`src/rtl/tmcr_pkg.sv`:
```
`default_nettype none

package tmcr_pkg;

  localparam int unsigned POS_W      = 24;
  localparam int unsigned DIM_W      = 8;
  localparam int unsigned SIZE_W     = 20;
  localparam int unsigned CELL_W     = 7;
  localparam int unsigned CFG_IDX_W  = 2;
  localparam int unsigned CFG_DATA_W = 20;

  localparam int unsigned TILE_SIZE_PX_DEF  = 64;
  localparam int unsigned MAX_MAP_COLS_DEF  = 128;
  localparam int unsigned MAX_MAP_ROWS_DEF  = 128;
  localparam int unsigned FRACTION_BITS_DEF = 8;

  localparam logic [DIM_W-1:0]  MAP_COLS_RST     = 8'd128;
  localparam logic [DIM_W-1:0]  MAP_ROWS_RST     = 8'd128;
  localparam logic [SIZE_W-1:0] AGENT_SIZE_RST   = 20'd15360;
  localparam logic [SIZE_W-1:0] AGENT_RADIUS_RST = 20'd7680;

  typedef enum logic [CFG_IDX_W-1:0] {
    REG_MAP_COLS     = 2'd0,
    REG_MAP_ROWS     = 2'd1,
    REG_AGENT_SIZE   = 2'd2,
    REG_AGENT_RADIUS = 2'd3
  } cfg_reg_e;

  typedef enum logic {
    ACT_LOAD    = 1'b0,
    ACT_RESOLVE = 1'b1
  } action_e;

  typedef enum logic {
    SRC_LOAD    = 1'b0,
    SRC_RESOLVE = 1'b1
  } out_src_e;

  typedef struct packed {
    logic       capture;
    logic       cell_wr;
    logic       corn_en;
    logic [1:0] corner;
    logic       div_en;
    logic       rd_en;
    logic       cent_en;
    logic       diff_en;
    logic       depth_en;
    logic       push_en;
    logic       out_load;
    out_src_e   out_sel;
  } tmcr_cmd_t;

  typedef struct packed {
    logic hit;
  } tmcr_sts_t;

endpackage

`default_nettype wire

```
`src/rtl/tmcr_ctrl.sv`:
```
`default_nettype none

module tmcr_ctrl
  import tmcr_pkg::*;
(
  input  wire logic      clk_i,
  input  wire logic      rst_ni,
  input  wire logic      in_valid_i,
  output logic           in_stall_o,
  input  wire logic      action_i,
  output logic           out_valid_o,
  input  wire logic      out_stall_i,
  input  wire tmcr_sts_t sts_i,
  output tmcr_cmd_t      cmd_o
);

  typedef enum logic [8:0] {
    S_IDLE  = 9'b000000001,
    S_CORN  = 9'b000000010,
    S_DIV   = 9'b000000100,
    S_READ  = 9'b000001000,
    S_CENT  = 9'b000010000,
    S_DIFF  = 9'b000100000,
    S_DEPTH = 9'b001000000,
    S_PUSH  = 9'b010000000,
    S_DONE  = 9'b100000000
  } state_e;

  state_e     state_q, state_d;
  logic [1:0] corner_q, corner_d;
  logic       out_valid_q, out_valid_d;
  logic       out_free;
  logic       in_xfer;
  logic       is_load;

  assign out_free    = !out_valid_q || !out_stall_i;
  assign is_load     = (action_e'(action_i) == ACT_LOAD);
  assign in_stall_o  = (state_q != S_IDLE) || (is_load && !out_free);
  assign in_xfer     = in_valid_i && !in_stall_o;
  assign out_valid_o = out_valid_q;

  always_comb begin
    state_d  = state_q;
    corner_d = corner_q;
    cmd_o    = '0;
    cmd_o.corner  = corner_q;
    cmd_o.out_sel = SRC_LOAD;
    case (state_q)
      S_IDLE: begin
        if (in_xfer) begin
          if (is_load) begin
            cmd_o.cell_wr  = 1'b1;
            cmd_o.out_load = 1'b1;
          end else begin
            cmd_o.capture = 1'b1;
            corner_d      = 2'd0;
            state_d       = S_CORN;
          end
        end
      end
      S_CORN: begin
        cmd_o.corn_en = 1'b1;
        state_d       = S_DIV;
      end
      S_DIV: begin
        cmd_o.div_en = 1'b1;
        state_d      = S_READ;
      end
      S_READ: begin
        cmd_o.rd_en = 1'b1;
        state_d     = S_CENT;
      end
      S_CENT: begin
        cmd_o.cent_en = 1'b1;
        if (sts_i.hit) begin
          state_d = S_DIFF;
        end else if (corner_q == 2'd3) begin
          state_d = S_DONE;
        end else begin
          corner_d = corner_q + 2'd1;
          state_d  = S_CORN;
        end
      end
      S_DIFF: begin
        cmd_o.diff_en = 1'b1;
        state_d       = S_DEPTH;
      end
      S_DEPTH: begin
        cmd_o.depth_en = 1'b1;
        state_d        = S_PUSH;
      end
      S_PUSH: begin
        cmd_o.push_en = 1'b1;
        if (corner_q == 2'd3) begin
          state_d = S_DONE;
        end else begin
          corner_d = corner_q + 2'd1;
          state_d  = S_CORN;
        end
      end
      S_DONE: begin
        if (out_free) begin
          cmd_o.out_load = 1'b1;
          cmd_o.out_sel  = SRC_RESOLVE;
          state_d        = S_IDLE;
        end
      end
      default: begin
        state_d = S_IDLE;
      end
    endcase
  end

  always_comb begin
    out_valid_d = out_valid_q;
    if (cmd_o.out_load) begin
      out_valid_d = 1'b1;
    end else if (out_valid_q && !out_stall_i) begin
      out_valid_d = 1'b0;
    end
  end

  always_ff @(posedge clk_i or negedge rst_ni) begin
    if (!rst_ni) begin
      state_q     <= S_IDLE;
      corner_q    <= 2'd0;
      out_valid_q <= 1'b0;
    end else begin
      state_q     <= state_d;
      corner_q    <= corner_d;
      out_valid_q <= out_valid_d;
    end
  end

endmodule

`default_nettype wire

```
`config.mk`:
```
export PLATFORM = sky130hd
export DESIGN_NAME = tmcr_ctrl
export DESIGN_NICKNAME = d
export VERILOG_FILES = /design/src/rtl/tmcr_pkg.sv /design/src/rtl/tmcr_ctrl.sv
export SDC_FILE = /design/constraint.sdc
export NUM_CORES = 1
export LEC_CHECK = 0
export ABC_CLOCK_PERIOD_IN_PS = 2500
export BUFFER_PORTS_ARGS = -buffer_cell sky130_fd_sc_hd__buf_2
export CAP_MARGIN = 20
export CORE_ASPECT_RATIO = 1.4
export CORE_MARGIN = 2
export CORE_UTILIZATION = 44
export DETAILED_ROUTE_END_ITERATION = 10
export PLACE_DENSITY = 0.68
export SLEW_MARGIN = 40
export SYNTH_ARGS = -nofsm -noshare
export SYNTH_HDL_FRONTEND = slang
export SYNTH_SLANG_ARGS = --single-unit
```
`constraint.sdc`:
```
create_clock -name clk_i -period 2.5 [get_ports clk_i]
set_input_delay 0.375 -clock clk_i [delete_from_list [all_inputs] [get_ports clk_i]]
set_output_delay 0.375 -clock clk_i [all_outputs]
set_load 0.05 [all_outputs]
```
Word level (Yosys, flattened, before mapping)

Cells that the tools add are included.

Register bits after elaboration: 12
Bits of input ports: 6
Output and inout port bits: 15
Word-level logic and storage cells: 61

Add/subtract/negate cells: 1
Equality and inequality tests: 15
Muxes and demuxes: 28
Bitwise operators: 1
Reductions and logical operators: 13

Operators by type and width:

| operator                                                                | count |
|---|---|
| 9-bit case mux with 9 select lines                                      | 1 |
| 9-bit 2-to-1 mux                                                        | 5 |
| 2-bit 2-to-1 mux                                                        | 7 |
| 1-bit 2-to-1 mux                                                        | 13 |
| 9-bit by 1-bit equality test with 1-bit output, second input constant   | 1 |
| 9-bit by 2-bit equality test with 1-bit output, second input constant   | 1 |
| 9-bit by 3-bit equality test with 1-bit output, second input constant   | 1 |
| 9-bit by 4-bit equality test with 1-bit output, second input constant   | 1 |
| 9-bit by 5-bit equality test with 1-bit output, second input constant   | 1 |
| 9-bit by 6-bit equality test with 1-bit output, second input constant   | 1 |
| 9-bit by 7-bit equality test with 1-bit output, second input constant   | 1 |
| 9-bit by 8-bit equality test with 1-bit output, second input constant   | 1 |
| 9-bit equality test, second input constant                              | 1 |
| 9-bit by 1-bit inequality test with 1-bit output, second input constant | 1 |
| 2-bit inequality test, second input constant                            | 4 |
| 2-bit case mux with 3 select lines                                      | 1 |
| 1-bit zero test                                                         | 4 |
| 4-bit AND reduction                                                     | 1 |
| 1-bit logical AND                                                       | 3 |
| 3-bit AND reduction                                                     | 1 |
| 3-bit nonzero test                                                      | 1 |
| 2-bit by 1-bit adder with 2-bit output, second input constant           | 1 |
| 2-bit equality test, second input constant                              | 1 |
| 1-bit logical OR                                                        | 2 |
| 3 further kinds                                                         | 3 |

Longest topological paths before layout

Depth in word-level cells: 10
Depth in mapped cells: 6
Gate-level depth less buffers: 5

Worst setup path before layout

OpenSTA, ideal clock, no wires.

Kind: flip-flop to output port
Start: reg state_q[5]
End: out cmd_o[11] (netlist bit)
Arrival: 2.602 ns
Data required time: 2.125 ns
Path slack: -0.477 ns
Cell stages (with the launch flop): 5
Path buffers: 1
Cells stage by stage: dfrtp_1 buf_6 nor3_4 nand4_4 nor4b_1

RTL lines:

| item                   | RTL line         | source |
|---|---|---|
| from (decl)            | tmcr_ctrl.sv:29  | `state_e state_q, state_d;` |
| from (signal assigned) | tmcr_ctrl.sv:129 | `state_q <= state_d;` |
| to (decl)              | tmcr_ctrl.sv:14  | `output tmcr_cmd_t cmd_o` |

==> impl_metrics.ini <==
[routing]
ant_nets = 0
detail_route.wl_per_cell_um = 14.0
firstDrtPassIters = 4
wl_met2_um = 870
drc = 0
drt_iter0_markers = 8
dr_wl_met3_um = 72
m1WireLength_um = 756
viasPerCell = 5.48
routed.top_layer = met4
wl_mm = 1.74
dr_total_vias = 680

[final_layout]
n_fill_cell = 160
fin_cells = 124
drive_gt1_frac = 0.365
multi_input_area_um2 = 464
seqCellArea_um2 = 302
n_antenna_cell = 0
area_delta_synth_final_pct = 20.1
layout.nets = 112

[logic_synthesis]
synth_nets = 90
ys_ff_latch = 12
synth_area_leaders = dfrtp_1 (34%), and3_1 (5.5%), nor4b_1 (5.5%)
synthesis.area_per_instance_um2 = 9.66
syn_area_um2 = 802
yosysTopAreaCellShare = 0.343
async_flop_share = 1.00
synth_top_area_cell = dfrtp_1
synth_cell_types = 40
synth_edf_count = 0
yosysWarnings = 0
synth_cells = 83
synth_most_common_cell = dfrtp_1
synth_ff_type = dfrtp_1
synth_common_cells = dfrtp_1 (11), and3_1 (7), nand2_1 (7), nor2_1 (6), nor4b_1 (5)
seq_area_frac_synth = 0.376

[clocking]
clockBufferDepth = 2
clockRootBuffer = clkbuf_4
cts_tree = done
htreeDepth = 1
cts_buffers = 3
cts_sinks = 12
clock_latency_ns = 0.28
clkTransAtPathRegs_ns = 0.08

[sta]
fin_crit_sh = 0.926
worst_slew_pin_slew_ns = 0.499
fin_skew_ns = 0.00413
setup_slack_ns = 0.185
timing.fmax_ghz = 0.432
setup_violations = 0
finalMaxSlewViolations = 0
relSlewSlack = 0.662
tns_ns = 0
hold_violations = 0
rsz0062_at_grt = no
finalCriticalPeriod_ns = 2.32

[placed_design]
pre_cts_ws_ns = 0.393
dpl.hpwl_mm = 1.24
numPortBuffers = 20
dp_cells = 117
place.gp.congestion = 0.752

[pwr]
p_leak_uw = 0.000526
ir_drop_mv = 0.458
power.density_nw_per_um2 = 769

[critical_path]
r2r_end = corner_q[1]
path_class = reg -> out
cp.required_ns = 2.12
path_max_fanout = 5
r2r-start = corner_q[0]
cp.arrival_ns = 1.94
startpoint_type = flop
ff2ff_path_depth = 5
rrSetupSlack_ns = 0.74
end_kind = primary output

[hold_path]
min_path_cells = 2
worstHoldStart = sts_i
hold_path.class = in -> reg
min_to = state_q[5]

[floorplan]
die_width_um = 40.1
rows = 18
die_area_um2 = 2180
core_area_um2 = 1730
ioPinCount = 21
die_y_um = 54.5
floorplan.initialDensity = 0.462

[global_routing]
grtUsageTotal = 0.180
overflow = 0
grt_pass1_wl_mm = 2.66
grt_max_degree = 13
grt_pass1_vias = 602
antenna_found_initial = 0

[flow_run]
cap_violations = 0

[outcome]
status = finished clean
how the worst max path moves through the flow:
stage / to / slack [ns] / startpoint / cells after the start
after detailed placement: cmd_o[1] / 0.39 / state_q[5] / 5
final: cmd_o[4] / 0.18 / state_q[3] / 4
after floorplan: cmd_o[10] / 0.008 / state_q[5] / 4
after CTS: cmd_o[1] / 0.08 / state_q[5] / 5
after global placement: cmd_o[1] / 0.44 / state_q[8] / 5
after global routing: cmd_o[3] / 0.07 / state_q[3] / 4
registers in the layout (all words and copies together), names as in the netlist:
signal	cells
corner_q	2
out_valid_o	1
state_q	9
power breakdown:
part / switching, uW / total [uW] / internal [uW]
Clock: 67.4 / 156 / 88.7
Sequential: 35.0 / 255 / 220
Combinational: 214 / 329 / 115
kinds of logic after synthesis:
family / after synthesis / synth area share
compound gates: 12 / 0.103
xor+xnor: 2 / 0.0218
fa+ha+maj: 1 / 0.0156
buf+inv: 9 / 0.0733
flops: 12 / 0.376
mux: 2 / 0.0250
simple gates: 45 / 0.385
stage by stage:
stage | total power, uW | hold WS [ns] | instance area (um2) | util
floorplan | 533 | 0.0794 | 813 | -
global placement | 583 | 0.274 | 891 | 0.514
detailed placement | 584 | 0.278 | 891 | 0.514
CTS | 744 | 0.356 | 937 | 0.540
global route | 786 | 0.346 | 963 | 0.556
finish | 741 | 0.356 | 963 | 0.556
area by class of cell:
class                   count  share of cell area
flip-flops and latches     12               0.313
well taps                  20              0.0260
inverters                   3              0.0117
clock buffers               4              0.0377
multi-input cells          62               0.482
repair buffers             23               0.130
cell usage in the layout, fill, tap and decap left out, types with 3 or more instances in the layout:
master and instances:
buf_2 20, dfrtp_1 11, and3_1 7, nand2_1 7
nor2_1 6, nor4b_1 4, inv_1 3, a21oi_1 3
clkbuf_4 3
critical path, cell delays in order (launching register included):
cell and delay, ns:
dfrtp_1 0.43, or4_4 0.57, nor3_2 0.20, and3_2 0.21
buf_2 0.25
layer usage:
| layer | vias up | GRT usage |
|---|---|---|
| met4 | 0 | 0.0862 |
| met5 | - | 0 |
| li1 | 348 | - |
| met2 | 15 | 0.269 |
| met1 | 312 | 0.242 |
| met3 | 5 | 0.0366 |
what timing repair did:
action | in CTS | in global routing
buffers inserted | 0 | 2
gates resized for setup | 0 | 2
hold endpoints to repair | 11 | 0
setup endpoints to repair | 0 | 1
hold buffers | 1 | 0
Power figures use the tool's default switching activity.
